<file path="src/sv/vrst_pkg.sv">
// Shared types, widths and codes of the scanout retrace timer.
// No dependencies; every other file of the block depends on this package.
package vrst_pkg;

    // Field widths
    localparam int TIME_BITS     = 64;
    localparam int PERIOD_BITS   = 32;
    localparam int ADDR_W        = 32;
    localparam int LINE_BITS     = 9;
    localparam int FIELD_BITS    = 16;
    localparam int INTERVAL_BITS = 16;
    localparam int OP_BITS       = 2;

    // Configuration port
    localparam int CFG_DATA_BITS  = 32;
    localparam int CFG_INDEX_BITS = 3;

    // Retraces fired at most by one tick request
    localparam int MAX_CATCHUP = 4;
    localparam int CATCH_BITS  = $clog2(MAX_CATCHUP + 1);

    // Line estimate: product of time left and visible lines, divided by the period
    localparam int PROD_BITS = PERIOD_BITS + LINE_BITS;
    localparam int STEP_BITS = $clog2(LINE_BITS);

    // Request queue between front and back; depth is a power of two
    localparam int QUEUE_DEPTH = 2;
    localparam int PTR_BITS    = $clog2(QUEUE_DEPTH);

    // Reset values of the registers
    localparam logic [PERIOD_BITS-1:0]   RST_PERIOD   = PERIOD_BITS'(781250);
    localparam logic [INTERVAL_BITS-1:0] RST_INTERVAL = INTERVAL_BITS'(1);
    localparam logic [LINE_BITS-1:0]     RST_LINES    = LINE_BITS'(240);

    // Request opcodes
    localparam logic [OP_BITS-1:0] OP_START  = 2'd0;
    localparam logic [OP_BITS-1:0] OP_TICK   = 2'd1;
    localparam logic [OP_BITS-1:0] OP_SWAP   = 2'd2;
    localparam logic [OP_BITS-1:0] OP_UNUSED = 2'd3;

    // Register indexes
    typedef enum logic [CFG_INDEX_BITS-1:0] {
        CFG_PERIOD   = 3'd0,
        CFG_EVENT_EN = 3'd1,
        CFG_INTERVAL = 3'd2,
        CFG_BLANK    = 3'd3,
        CFG_LINES    = 3'd4
    } cfg_index_t;

    // Request class decided by the front end
    typedef enum logic [1:0] {
        KIND_START,
        KIND_TICK,
        KIND_SWAP,
        KIND_NOP
    } cmd_kind_t;

    typedef struct packed {
        cmd_kind_t             kind;
        logic [TIME_BITS-1:0]  now;
        logic [ADDR_W-1:0]     addr;
    } cmd_t;

    // Head of the request queue as seen by the back end
    typedef struct packed {
        logic valid;
        cmd_t cmd;
    } q_out_t;

    // Back-end sequencer states
    typedef enum logic [2:0] {
        ST_IDLE,
        ST_EXEC,
        ST_CHECK,
        ST_LEFT,
        ST_RANGE,
        ST_DIV,
        ST_EMIT
    } back_state_t;

    // Line divider request and response
    typedef struct packed {
        logic                   go;
        logic [PROD_BITS-1:0]   dividend;
        logic [PERIOD_BITS-1:0] divisor;
    } div_req_t;

    typedef struct packed {
        logic                 done;
        logic [LINE_BITS-1:0] quot;
    } div_rsp_t;

    // One result record
    typedef struct packed {
        logic                 is_retrace;
        logic [ADDR_W-1:0]    shown_addr;
        logic                 event_fired;
        logic [ADDR_W-1:0]    current_addr;
        logic [ADDR_W-1:0]    upcoming_addr;
        logic [LINE_BITS-1:0] beam_line;
        logic                 field_parity;
        logic                 last;
    } result_t;

endpackage

</file>
<file path="src/sv/vrst_in_if.sv">
// Request channel of the scanout retrace timer: valid, ready and the request fields.
// Depends on vrst_pkg for the field widths.
interface vrst_in_if;
    logic                           valid;
    logic                           ready;
    logic [vrst_pkg::OP_BITS-1:0]   op;
    logic [vrst_pkg::TIME_BITS-1:0] now_count;
    logic [vrst_pkg::ADDR_W-1:0]    buffer_addr;

    modport source (output valid, output op, output now_count, output buffer_addr,
                    input ready);
    modport sink (input valid, input op, input now_count, input buffer_addr,
                  output ready);
endinterface

</file>
<file path="src/sv/vrst_out_if.sv">
// Result channel of the scanout retrace timer: valid, ready and the record fields.
// Depends on vrst_pkg for the field widths.
interface vrst_out_if;
    logic                           valid;
    logic                           ready;
    logic                           is_retrace;
    logic [vrst_pkg::ADDR_W-1:0]    shown_addr;
    logic                           event_fired;
    logic [vrst_pkg::ADDR_W-1:0]    current_addr;
    logic [vrst_pkg::ADDR_W-1:0]    upcoming_addr;
    logic [vrst_pkg::LINE_BITS-1:0] beam_line;
    logic                           field_parity;
    logic                           last;

    modport source (output valid, output is_retrace, output shown_addr,
                    output event_fired, output current_addr, output upcoming_addr,
                    output beam_line, output field_parity, output last, input ready);
    modport sink (input valid, input is_retrace, input shown_addr,
                  input event_fired, input current_addr, input upcoming_addr,
                  input beam_line, input field_parity, input last, output ready);
endinterface

</file>
<file path="src/sv/vrst_front.sv">
// Front end: accepts requests, classifies the opcode and queues them for the back end.
// Depends on vrst_pkg and vrst_in_if.
module vrst_front (
    input  logic             clk,
    input  logic             rst_n,
    vrst_in_if.sink          item,
    input  logic             pop,
    output vrst_pkg::q_out_t q_out
);
    import vrst_pkg::*;

    cmd_t                mem_reg [QUEUE_DEPTH];
    logic [PTR_BITS-1:0] wr_ptr_reg, wr_ptr_next;
    logic [PTR_BITS-1:0] rd_ptr_reg, rd_ptr_next;
    logic [PTR_BITS:0]   count_reg, count_next;
    cmd_t                incoming;
    logic                push;

    // Classify the request before it enters the queue.
    always_comb
    begin
        incoming.now  = item.now_count;
        incoming.addr = item.buffer_addr;
        unique case (item.op)
            OP_START:  incoming.kind = KIND_START;
            OP_TICK:   incoming.kind = KIND_TICK;
            OP_SWAP:   incoming.kind = KIND_SWAP;
            OP_UNUSED: incoming.kind = KIND_NOP;
            default:   incoming.kind = KIND_NOP;
        endcase
    end

    assign item.ready = (count_reg != (PTR_BITS+1)'(QUEUE_DEPTH));
    assign push       = item.valid && item.ready;

    // Queue pointers and fill count.
    always_comb
    begin
        wr_ptr_next = push ? wr_ptr_reg + PTR_BITS'(1) : wr_ptr_reg;
        rd_ptr_next = pop ? rd_ptr_reg + PTR_BITS'(1) : rd_ptr_reg;
        count_next  = count_reg;
        if (push && !pop)
        begin
            count_next = count_reg + (PTR_BITS+1)'(1);
        end
        else if (pop && !push)
        begin
            count_next = count_reg - (PTR_BITS+1)'(1);
        end
    end

    always_ff @(posedge clk or negedge rst_n)
    begin
        if (!rst_n)
        begin
            wr_ptr_reg <= '0;
            rd_ptr_reg <= '0;
            count_reg  <= '0;
        end
        else
        begin
            wr_ptr_reg <= wr_ptr_next;
            rd_ptr_reg <= rd_ptr_next;
            count_reg  <= count_next;
        end
    end

    // Queue entries hold payload only.
    always_ff @(posedge clk)
    begin
        if (push)
        begin
            mem_reg[wr_ptr_reg] <= incoming;
        end
    end

    assign q_out.valid = (count_reg != '0);
    assign q_out.cmd   = mem_reg[rd_ptr_reg];

endmodule

</file>
<file path="src/sv/vrst_div.sv">
// Bit-serial restoring divider for the beam line estimate, one quotient bit a cycle.
// Depends on vrst_pkg; the quotient is known to fit LINE_BITS bits.
module vrst_div (
    input  logic               clk,
    input  logic               rst_n,
    input  vrst_pkg::div_req_t req,
    output vrst_pkg::div_rsp_t rsp
);
    import vrst_pkg::*;

    logic [PROD_BITS-1:0] rem_reg, rem_next;
    logic [PROD_BITS-1:0] sh_reg, sh_next;
    logic [LINE_BITS-1:0] quot_reg, quot_next;
    logic [STEP_BITS-1:0] step_reg, step_next;
    logic                 busy_reg, busy_next;
    logic                 done_reg, done_next;
    logic                 fits;

    assign fits = (rem_reg >= sh_reg);

    // Load on go, then subtract the shifted divisor where it fits.
    always_comb
    begin
        rem_next  = rem_reg;
        sh_next   = sh_reg;
        quot_next = quot_reg;
        step_next = step_reg;
        busy_next = busy_reg;
        done_next = 1'b0;
        if (req.go)
        begin
            rem_next  = req.dividend;
            sh_next   = PROD_BITS'(req.divisor) << (LINE_BITS - 1);
            quot_next = '0;
            step_next = STEP_BITS'(LINE_BITS - 1);
            busy_next = 1'b1;
        end
        else if (busy_reg)
        begin
            if (fits)
            begin
                rem_next = rem_reg - sh_reg;
            end
            quot_next = {quot_reg[LINE_BITS-2:0], fits};
            sh_next   = sh_reg >> 1;
            if (step_reg == '0)
            begin
                busy_next = 1'b0;
                done_next = 1'b1;
            end
            else
            begin
                step_next = step_reg - STEP_BITS'(1);
            end
        end
    end

    always_ff @(posedge clk or negedge rst_n)
    begin
        if (!rst_n)
        begin
            busy_reg <= 1'b0;
            done_reg <= 1'b0;
        end
        else
        begin
            busy_reg <= busy_next;
            done_reg <= done_next;
        end
    end

    always_ff @(posedge clk)
    begin
        rem_reg  <= rem_next;
        sh_reg   <= sh_next;
        quot_reg <= quot_next;
        step_reg <= step_next;
    end

    assign rsp.done = done_reg;
    assign rsp.quot = quot_reg;

endmodule

</file>
<file path="src/sv/vrst_back.sv">
// Back end: configuration registers, scanout state, retrace sequencer and output register.
// Depends on vrst_pkg and vrst_out_if; drives the line divider vrst_div.
module vrst_back (
    input  logic                                clk,
    input  logic                                rst_n,
    input  logic                                wr_en,
    input  logic [vrst_pkg::CFG_INDEX_BITS-1:0] wr_index,
    input  logic [vrst_pkg::CFG_DATA_BITS-1:0]  wr_data,
    input  vrst_pkg::q_out_t                    q_out,
    output logic                                pop,
    output vrst_pkg::div_req_t                  div_req,
    input  vrst_pkg::div_rsp_t                  div_rsp,
    vrst_out_if.source                          result
);
    import vrst_pkg::*;

    // Configuration
    logic [PERIOD_BITS-1:0]   period_reg, period_next;
    logic                     event_en_reg, event_en_next;
    logic [INTERVAL_BITS-1:0] interval_reg, interval_next;
    logic                     blank_reg, blank_next;
    logic [LINE_BITS-1:0]     lines_reg, lines_next;

    // Scanout state
    logic                     running_reg, running_next;
    logic [TIME_BITS-1:0]     deadline_reg, deadline_next;
    logic [ADDR_W-1:0]        current_reg, current_next;
    logic [ADDR_W-1:0]        armed_reg, armed_next;
    logic [FIELD_BITS-1:0]    field_reg, field_next;
    logic [INTERVAL_BITS-1:0] countdown_reg, countdown_next;

    // Sequencer
    back_state_t              state_reg, state_next;
    logic [CATCH_BITS-1:0]    guard_reg, guard_next;
    logic                     div_go_reg, div_go_next;
    logic                     out_valid_reg, out_valid_next;
    cmd_t                     cmd_reg, cmd_next;
    logic [TIME_BITS-1:0]     left_reg, left_next;
    logic [LINE_BITS-1:0]     line_reg, line_next;
    logic [PROD_BITS-1:0]     dividend_reg, dividend_next;
    result_t                  out_reg, out_next;

    // Derived values
    logic                     slot_free;
    logic                     due;
    logic [ADDR_W-1:0]        cur_after;
    logic [FIELD_BITS-1:0]    field_after;
    logic [INTERVAL_BITS-1:0] cd_dec;
    logic                     fire;
    logic [INTERVAL_BITS-1:0] wr_interval;

    assign slot_free   = !out_valid_reg || result.ready;
    assign due         = (cmd_reg.now >= deadline_reg);
    assign cur_after   = (armed_reg != '0) ? armed_reg : current_reg;
    assign field_after = field_reg + FIELD_BITS'(1);
    assign cd_dec      = countdown_reg - INTERVAL_BITS'(1);
    assign fire        = event_en_reg && (cd_dec == '0);
    assign wr_interval = (wr_data[INTERVAL_BITS-1:0] == '0) ? INTERVAL_BITS'(1)
                                                            : wr_data[INTERVAL_BITS-1:0];

    // Sequencer next state, state updates and record assembly.
    always_comb
    begin
        period_next    = period_reg;
        event_en_next  = event_en_reg;
        interval_next  = interval_reg;
        blank_next     = blank_reg;
        lines_next     = lines_reg;
        running_next   = running_reg;
        deadline_next  = deadline_reg;
        current_next   = current_reg;
        armed_next     = armed_reg;
        field_next     = field_reg;
        countdown_next = countdown_reg;
        state_next     = state_reg;
        guard_next     = guard_reg;
        div_go_next    = 1'b0;
        out_valid_next = out_valid_reg && !result.ready;
        cmd_next       = cmd_reg;
        left_next      = left_reg;
        line_next      = line_reg;
        dividend_next  = dividend_reg;
        out_next       = out_reg;
        pop            = 1'b0;

        unique case (state_reg)
            ST_IDLE:
            begin
                if (q_out.valid)
                begin
                    pop        = 1'b1;
                    cmd_next   = q_out.cmd;
                    state_next = ST_EXEC;
                end
            end
            ST_EXEC:
            begin
                state_next = ST_LEFT;
                case (cmd_reg.kind)
                    KIND_START:
                    begin
                        if (!running_reg)
                        begin
                            running_next  = 1'b1;
                            deadline_next = cmd_reg.now + TIME_BITS'(period_reg);
                        end
                    end
                    KIND_SWAP:
                    begin
                        armed_next = cmd_reg.addr;
                    end
                    KIND_TICK:
                    begin
                        if (running_reg)
                        begin
                            guard_next = '0;
                            state_next = ST_CHECK;
                        end
                    end
                    default:
                    begin
                    end
                endcase
            end
            ST_CHECK:
            begin
                // Fire one owed retrace per cycle while the output slot is free, up to the catch-up limit.
                if (due && (guard_reg != CATCH_BITS'(MAX_CATCHUP)))
                begin
                    if (slot_free)
                    begin
                        guard_next    = guard_reg + CATCH_BITS'(1);
                        deadline_next = deadline_reg + TIME_BITS'(period_reg);
                        field_next    = field_after;
                        current_next  = cur_after;
                        armed_next    = '0;
                        if (event_en_reg)
                        begin
                            countdown_next = fire ? interval_reg : cd_dec;
                        end
                        out_valid_next         = 1'b1;
                        out_next.is_retrace    = 1'b1;
                        out_next.shown_addr    = blank_reg ? '0 : cur_after;
                        out_next.event_fired   = fire;
                        out_next.current_addr  = cur_after;
                        out_next.upcoming_addr = cur_after;
                        out_next.beam_line     = '0;
                        out_next.field_parity  = field_after[0];
                        out_next.last          = 1'b0;
                    end
                end
                else
                begin
                    // Still behind after the limit: restart the deadline from now.
                    if (due)
                    begin
                        deadline_next = cmd_reg.now + TIME_BITS'(period_reg);
                    end
                    state_next = ST_LEFT;
                end
            end
            ST_LEFT:
            begin
                left_next  = (deadline_reg > cmd_reg.now) ? deadline_reg - cmd_reg.now : '0;
                state_next = ST_RANGE;
            end
            ST_RANGE:
            begin
                if ((period_reg == '0) || (left_reg >= TIME_BITS'(period_reg)))
                begin
                    line_next  = '0;
                    state_next = ST_EMIT;
                end
                else
                begin
                    dividend_next = PROD_BITS'(left_reg[PERIOD_BITS-1:0])
                                    * PROD_BITS'(lines_reg);
                    div_go_next   = 1'b1;
                    state_next    = ST_DIV;
                end
            end
            ST_DIV:
            begin
                if (div_rsp.done)
                begin
                    line_next  = lines_reg - div_rsp.quot;
                    state_next = ST_EMIT;
                end
            end
            ST_EMIT:
            begin
                if (slot_free)
                begin
                    out_valid_next         = 1'b1;
                    out_next.is_retrace    = 1'b0;
                    out_next.shown_addr    = '0;
                    out_next.event_fired   = 1'b0;
                    out_next.current_addr  = current_reg;
                    out_next.upcoming_addr = cur_after;
                    out_next.beam_line     = line_reg;
                    out_next.field_parity  = field_reg[0];
                    out_next.last          = 1'b1;
                    state_next             = ST_IDLE;
                end
            end
            default:
            begin
                state_next = ST_IDLE;
            end
        endcase

        // Register writes must arrive only while no request is in flight; the block itself does not enforce it.
        if (wr_en)
        begin
            case (cfg_index_t'(wr_index))
                CFG_PERIOD:   period_next = wr_data[PERIOD_BITS-1:0];
                CFG_EVENT_EN: event_en_next = wr_data[0];
                CFG_INTERVAL:
                begin
                    interval_next  = wr_interval;
                    countdown_next = wr_interval;
                end
                CFG_BLANK:    blank_next = wr_data[0];
                CFG_LINES:    lines_next = wr_data[LINE_BITS-1:0];
                default:
                begin
                end
            endcase
        end
    end

    // Control, configuration and scanout state.
    always_ff @(posedge clk or negedge rst_n)
    begin
        if (!rst_n)
        begin
            period_reg    <= RST_PERIOD;
            event_en_reg  <= 1'b0;
            interval_reg  <= RST_INTERVAL;
            blank_reg     <= 1'b0;
            lines_reg     <= RST_LINES;
            running_reg   <= 1'b0;
            deadline_reg  <= '0;
            current_reg   <= '0;
            armed_reg     <= '0;
            field_reg     <= '0;
            countdown_reg <= INTERVAL_BITS'(1);
            state_reg     <= ST_IDLE;
            guard_reg     <= '0;
            div_go_reg    <= 1'b0;
            out_valid_reg <= 1'b0;
        end
        else
        begin
            period_reg    <= period_next;
            event_en_reg  <= event_en_next;
            interval_reg  <= interval_next;
            blank_reg     <= blank_next;
            lines_reg     <= lines_next;
            running_reg   <= running_next;
            deadline_reg  <= deadline_next;
            current_reg   <= current_next;
            armed_reg     <= armed_next;
            field_reg     <= field_next;
            countdown_reg <= countdown_next;
            state_reg     <= state_next;
            guard_reg     <= guard_next;
            div_go_reg    <= div_go_next;
            out_valid_reg <= out_valid_next;
        end
    end

    // Working payload.
    always_ff @(posedge clk)
    begin
        cmd_reg      <= cmd_next;
        left_reg     <= left_next;
        line_reg     <= line_next;
        dividend_reg <= dividend_next;
        out_reg      <= out_next;
    end

    assign div_req.go       = div_go_reg;
    assign div_req.dividend = dividend_reg;
    assign div_req.divisor  = period_reg;

    assign result.valid         = out_valid_reg;
    assign result.is_retrace    = out_reg.is_retrace;
    assign result.shown_addr    = out_reg.shown_addr;
    assign result.event_fired   = out_reg.event_fired;
    assign result.current_addr  = out_reg.current_addr;
    assign result.upcoming_addr = out_reg.upcoming_addr;
    assign result.beam_line     = out_reg.beam_line;
    assign result.field_parity  = out_reg.field_parity;
    assign result.last          = out_reg.last;

`ifndef SYNTHESIS
    // The divider quotient never exceeds the visible line count.
    a_quot_range: assert property (@(posedge clk) disable iff (!rst_n)
        div_rsp.done |-> (div_rsp.quot <= lines_reg))
        else $error("line divider quotient above visible lines");

    // A retrace record is never the last one and a status record always is.
    a_last_kind: assert property (@(posedge clk) disable iff (!rst_n)
        out_valid_reg |-> (out_reg.is_retrace != out_reg.last))
        else $error("record kind and last flag disagree");

    // One tick fires no more retraces than the catch-up limit.
    a_guard: assert property (@(posedge clk) disable iff (!rst_n)
        guard_reg <= CATCH_BITS'(MAX_CATCHUP))
        else $error("catch-up count above limit");

    // Once started, the timer keeps running.
    a_running: assert property (@(posedge clk) disable iff (!rst_n)
        running_reg |=> running_reg)
        else $error("running flag dropped");

    // The event countdown never rests at zero.
    a_countdown: assert property (@(posedge clk) disable iff (!rst_n)
        countdown_reg != '0)
        else $error("event countdown at zero");
`endif

endmodule

</file>
<file path="src/sv/video_retrace_scanout_timer_core.sv">
// Top level of the scanout retrace timer: request queue, sequencer and line divider.
// Depends on vrst_pkg, vrst_in_if, vrst_out_if, vrst_front, vrst_div and vrst_back.
//
// A start request arms the first retrace one period after its counter time, a swap
// request arms the next framebuffer address, and a tick request fires every retrace
// that is due (at most four) and then reports status; every request ends with one
// status record flagged last. The front end holds up to two requests while the back
// end works, so the request side keeps flowing while a record waits to be taken.
// The back end handles one request at a time: a start, swap or ignored request goes
// through the exec, left, range and emit states; a tick on a running timer adds the
// check state, which fires each due retrace; a beam line estimate that needs the
// divide also waits in the div state on the bit-serial divider, which produces one
// of the nine quotient bits per cycle. Every record leaves through a single output
// register, so a stalled result side holds the sequencer.
module video_retrace_scanout_timer_core (
    input  logic                                clk,
    input  logic                                rst_n,
    input  logic                                wr_en,
    input  logic [vrst_pkg::CFG_INDEX_BITS-1:0] wr_index,
    input  logic [vrst_pkg::CFG_DATA_BITS-1:0]  wr_data,
    vrst_in_if.sink                             item,
    vrst_out_if.source                          result
);
    import vrst_pkg::*;

    q_out_t   q_out;
    logic     pop;
    div_req_t div_req;
    div_rsp_t div_rsp;

    // Request acceptance and queue.
    vrst_front u_front (
        .clk   (clk),
        .rst_n (rst_n),
        .item  (item),
        .pop   (pop),
        .q_out (q_out)
    );

    // Beam line divider.
    vrst_div u_div (
        .clk   (clk),
        .rst_n (rst_n),
        .req   (div_req),
        .rsp   (div_rsp)
    );

    // Retrace sequencer and result register.
    vrst_back u_back (
        .clk      (clk),
        .rst_n    (rst_n),
        .wr_en    (wr_en),
        .wr_index (wr_index),
        .wr_data  (wr_data),
        .q_out    (q_out),
        .pop      (pop),
        .div_req  (div_req),
        .div_rsp  (div_rsp),
        .result   (result)
    );

endmodule

</file>
<file path="src/flat_wrapper.sv">
// flat-port wrapper written by rule: the top's interface ports become plain ports
module video_retrace_scanout_timer_core_flat import vrst_pkg::*;
  (clk, rst_n, wr_en, wr_index, wr_data, item_valid, item_op, item_now_count, item_buffer_addr, item_ready, result_valid, result_is_retrace, result_shown_addr, result_event_fired, result_current_addr, result_upcoming_addr, result_beam_line, result_field_parity, result_last, result_ready);
  vrst_in_if item_i ();
  vrst_out_if result_i ();
  input  logic clk;
  input  logic rst_n;
  input  logic wr_en;
  input  logic [vrst_pkg::CFG_INDEX_BITS-1:0] wr_index;
  input  logic [vrst_pkg::CFG_DATA_BITS-1:0] wr_data;
  input wire logic [$bits(item_i.valid)-1:0] item_valid;
  input wire logic [$bits(item_i.op)-1:0] item_op;
  input wire logic [$bits(item_i.now_count)-1:0] item_now_count;
  input wire logic [$bits(item_i.buffer_addr)-1:0] item_buffer_addr;
  output wire logic [$bits(item_i.ready)-1:0] item_ready;
  output wire logic [$bits(result_i.valid)-1:0] result_valid;
  output wire logic [$bits(result_i.is_retrace)-1:0] result_is_retrace;
  output wire logic [$bits(result_i.shown_addr)-1:0] result_shown_addr;
  output wire logic [$bits(result_i.event_fired)-1:0] result_event_fired;
  output wire logic [$bits(result_i.current_addr)-1:0] result_current_addr;
  output wire logic [$bits(result_i.upcoming_addr)-1:0] result_upcoming_addr;
  output wire logic [$bits(result_i.beam_line)-1:0] result_beam_line;
  output wire logic [$bits(result_i.field_parity)-1:0] result_field_parity;
  output wire logic [$bits(result_i.last)-1:0] result_last;
  input wire logic [$bits(result_i.ready)-1:0] result_ready;
  assign item_i.valid = item_valid;
  assign item_i.op = item_op;
  assign item_i.now_count = item_now_count;
  assign item_i.buffer_addr = item_buffer_addr;
  assign item_ready = item_i.ready;
  assign result_valid = result_i.valid;
  assign result_is_retrace = result_i.is_retrace;
  assign result_shown_addr = result_i.shown_addr;
  assign result_event_fired = result_i.event_fired;
  assign result_current_addr = result_i.current_addr;
  assign result_upcoming_addr = result_i.upcoming_addr;
  assign result_beam_line = result_i.beam_line;
  assign result_field_parity = result_i.field_parity;
  assign result_last = result_i.last;
  assign result_i.ready = result_ready;
  video_retrace_scanout_timer_core u_core (.clk(clk), .rst_n(rst_n), .wr_en(wr_en), .wr_index(wr_index), .wr_data(wr_data), .item(item_i), .result(result_i));
endmodule
</file>
<file path="config.mk">
export PLATFORM = sky130hd
export DESIGN_NAME = video_retrace_scanout_timer_core_flat
export DESIGN_NICKNAME = d
export VERILOG_FILES = /design/src/sv/vrst_pkg.sv /design/src/sv/vrst_in_if.sv /design/src/sv/vrst_out_if.sv /design/src/sv/vrst_front.sv /design/src/sv/vrst_div.sv /design/src/sv/vrst_back.sv /design/src/sv/video_retrace_scanout_timer_core.sv /design/src/flat_wrapper.sv
export SDC_FILE = /design/constraint.sdc
export NUM_CORES = 2
export LEC_CHECK = 0
export BUFFER_PORTS_ARGS = -buffer_cell sky130_fd_sc_hd__buf_2
export CAP_MARGIN = 20
export CORE_ASPECT_RATIO = 1.75
export CORE_UTILIZATION = 65
export CTS_BUF_LIST = sky130_fd_sc_hd__clkbuf_8
export CTS_CLUSTER_SIZE = 10
export DETAILED_ROUTE_END_ITERATION = 10
export PLACE_DENSITY = 0.91
export SYNTH_ARGS = -nofsm -noshare
export SYNTH_HDL_FRONTEND = slang
export SYNTH_SLANG_ARGS = --single-unit
</file>
<file path="constraint.sdc">
create_clock -name clk -period 17.75 [get_ports clk]
set_input_delay 3.55 -clock clk [delete_from_list [all_inputs] [get_ports clk]]
set_output_delay 3.55 -clock clk [all_outputs]
set_load 0.1 [all_outputs]
</file>
==> impl_metrics.yaml <==
status:
  status: "complete, no violations"
die:
  rows: 136
  initial_core_util_pct: 65.77
  die-area_sq_mm: 0.08072
  fp.dieH_um: 375.1
  die_x_um: 215.2
  pin_count: 249
  core_area_sq_mm: 0.07862
sta:
  drv_slew: 0
  fmax_mhz: 147.6
  tns_ns: 0
  worst_pin_slew_ns: 1.152
  slew_headroom_pct: 23.20
  grt_setup_unrepaired: "no"
  finalHoldViolCount: 0
  fin_crit_sh_pct: 38.16
  finClkSkew_ns: 0.1133
  finalSetupViolations: 0
  layout_min_cycle_time_ns: 6.774
clocking:
  htreeDepth: 3
  clock_latency_ns: 0.90
  cts_inserted_buffers: 113
  cts.repair.resized: 0
  cts_tree: "yes"
  path_clk_slew_ns: 0.07
  clock_path_buffers: 3
  holdBufCountCts: 0
  root_buffer: "clkbuf_8"
  post_cts_buffers: 0
  cts_sinks: 830
setup_path:
  slowest_delay_ns: 1.10
  r2r_start: "u_core.u_back.lines_reg[0]"
  critPathTopFamily: "adder cells"
  cp_max_fo: 32
  rr_worst_depth: 19
  r2r_slack_ns: 10.98
  r2r-end: "u_core.u_back.dividend_reg[35]"
  path_cells: "nand2_1 > fa_1 > inv_1 > fa_1 > fa_1 > inv_1 > fa_1 > inv_1 > ha_1 > a21oi_1 > o21a_1 > a2bb2oi_1 > a21boi_0 > o41a_1 > a221o_1 > a21oi_1 > inv_1 > a31o_2 > xor2_1"
  crit_buf_inv: 4
  path_class: "reg2reg"
  end_kind: "register"
  slowest_stage: "dfrtp_1"
  worstPathRequired_ns: 18.29
  cp-start-kind: "register"
  crit_arrival_ns: 7.32
routing:
  wl_met3_um: 9535
  wl_met2_um: 71310
  m1WireLength_um: 46190
  route.detailed.drc: 0
  dr.first_iter.drc_count: 3767
  firstDrtPassIters: 7
  vias: 39920
  finalWirelength_um: 136000
  wire_per_inst_um: 21.38
  drtAntennaViolNets: 0
  highest_layer: "met5"
  vias_per_cell: 6.273
min_path:
  min_to: "u_core.u_back.interval_reg[8]"
  hold_class: "reg2reg"
  hold_depth: 2
  worstHoldStart: "u_core.u_back.interval_reg[8]"
logic_synthesis:
  synth_cells: 5025
  yosysWarnings: 0
  ys_seq_area_share_pct: 45.72
  yosys.area.top_type_share_pct: 34.27
  synth.avg_cell_area_sq_um: 10.29
  synth_top_area_cell: "edfxtp_1"
  synth_edf_count: 590
  synth_nets: 5654
  ys_types: 91
  synth.top_cells.by_count: "edfxtp_1 (590), nand2_1 (572), inv_1 (485), nor2_1 (352), a21oi_1 (339)"
  synth_ff_type: "edfxtp_1"
  ys_ff_latch: 830
  syn-cell-area_sq_mm: 0.05170
  ys_async_sr_fraction_pct: 26.39
  synth_top_cells_by_area: "edfxtp_1 (34%), dfrtp_1 (9.7%), fa_1 (8.4%), ha_1 (6.7%), nand2_1 (4.2%)"
  yosysMostFrequentCell: "edfxtp_1"
cells_and_area:
  area_growth_pct: 8.842
  seq_area_sq_mm: 0.02365
  nNetsFinal: 5857
  fill_cells: 5360
  drive_gt1_share_pct: 11.88
  multi_input_area_sq_mm: 0.02547
  largest_register_ffs: 196
global_routing:
  grt_overflow_total: 0
  grt_max_degree: 92
  grt_pass1_vias: 40970
  grt.total_usage_pct: 33.68
  antenna_found_initial: 14
  grt_pass1_wl_um: 213100
run:
  max_cap_viol_count: 0
placement:
  io_buffers: 248
  hpwlAfterDp_um: 97830
  gp_congestion: 1.027
==> per-layer routing <==
metal	vias up	global-route usage [%]
met3	611	6.464
met2	1967	61.03
li1	18000	-
met1	19330	35.43
met4	14	21.72
met5	-	0
==> worst max-delay path by stage <==
stage	startpoint	end	cells past startpoint	slack [ns]
3_5_place_dp	u_core.u_back.lines_reg[2]	u_core.u_back.dividend_reg[35]	19	11.04
4_1_cts	u_core.u_back.lines_reg[2]	u_core.u_back.dividend_reg[35]	19	10.95
2_1_floorplan	result_ready	u_core.u_back.result.beam_line[0]	2	9.01
5_1_grt	u_core.u_back.lines_reg[0]	u_core.u_back.dividend_reg[35]	19	10.74
6_report	u_core.u_back.lines_reg[0]	u_core.u_back.dividend_reg[35]	19	10.98
3_3_place_gp	u_core.u_back.lines_reg[2]	u_core.u_back.dividend_reg[35]	19	11.21
==> layout by cell type, fill, tap and decap left out, drive strengths merged, types with 11 or more instances in the layout <==
master and instances:
xor2 75, a31oi 39, a21oi 340, nor2b 28, edfxtp 590, nor2 352, nor3b 14, o21bai 37
clkbuf 128, clkinv 33, and2 191, o21a 34, nor3 72, a221oi 15, and4 13, o31ai 24
o22ai 11, nand2b 44, a21o 118, buf 286, mux2i 19, fa 216, inv 524, nand3 81
and3 47, dfrtp 201, nor4 62, xnor2 141, a211o 14, dfstp 18, a211oi 37, ha 275
a31o 11, o211ai 20, mux2 111, dfxtp 21, nand2 574, o21ai 308, nand4 54
==> worst min-delay path: cells and delay by family (launching register included) <==
family / cells / cell delay (ns)
flip-flops: 1 / 0.35
AND/OR/NAND/NOR: 2 / 0.11
==> cell type report <==
class                      instances  area share [%]
multi-input combinational       3511           45.26
timing repair buffer             286           2.859
clock inverter                    81           1.149
sequential                       830           42.02
tap                             1035           2.301
inverter                         486           3.246
antenna                            7         0.03113
clock buffer                     128           3.130
==> logic make-up (layout without fill, tap and decap cells) <==
family | Yosys count | count (layout) | share of synthesized area, %
muxes | 130 | 130 | 2.785
DFF | 830 | 830 | 45.72
buffers and inverters | 684 | 981 | 5.123
xor gates and xnor gates | 216 | 216 | 3.659
AOI/OAI and AO/OA | 1108 | 1108 | 13.37
other | 0 | 7 | 0
and+or+nand+nor | 1566 | 1566 | 14.32
adders and majority gates | 491 | 491 | 15.02
==> through the flow <==
stage | area, sq um | util, % | instances | worst slack (ns) | hold slack (ns)
detailed placement | 53740 | 68.36 | 6143 | 11.04 | 0.4718
global placement | 53740 | 68.36 | 6143 | 11.21 | 0.4617
floorplan | 51700 | - | 5025 | 9.013 | 0.4408
global route | 56270 | 71.58 | 6362 | 10.74 | 0.5120
CTS | 56150 | 71.42 | 6352 | 10.95 | 0.4890
finish | 56280 | 71.58 | 6364 | 10.98 | 0.4877
Power is not shown: default switching activity piles up to over one toggle a cycle in this logic, so the estimate is an artifact.
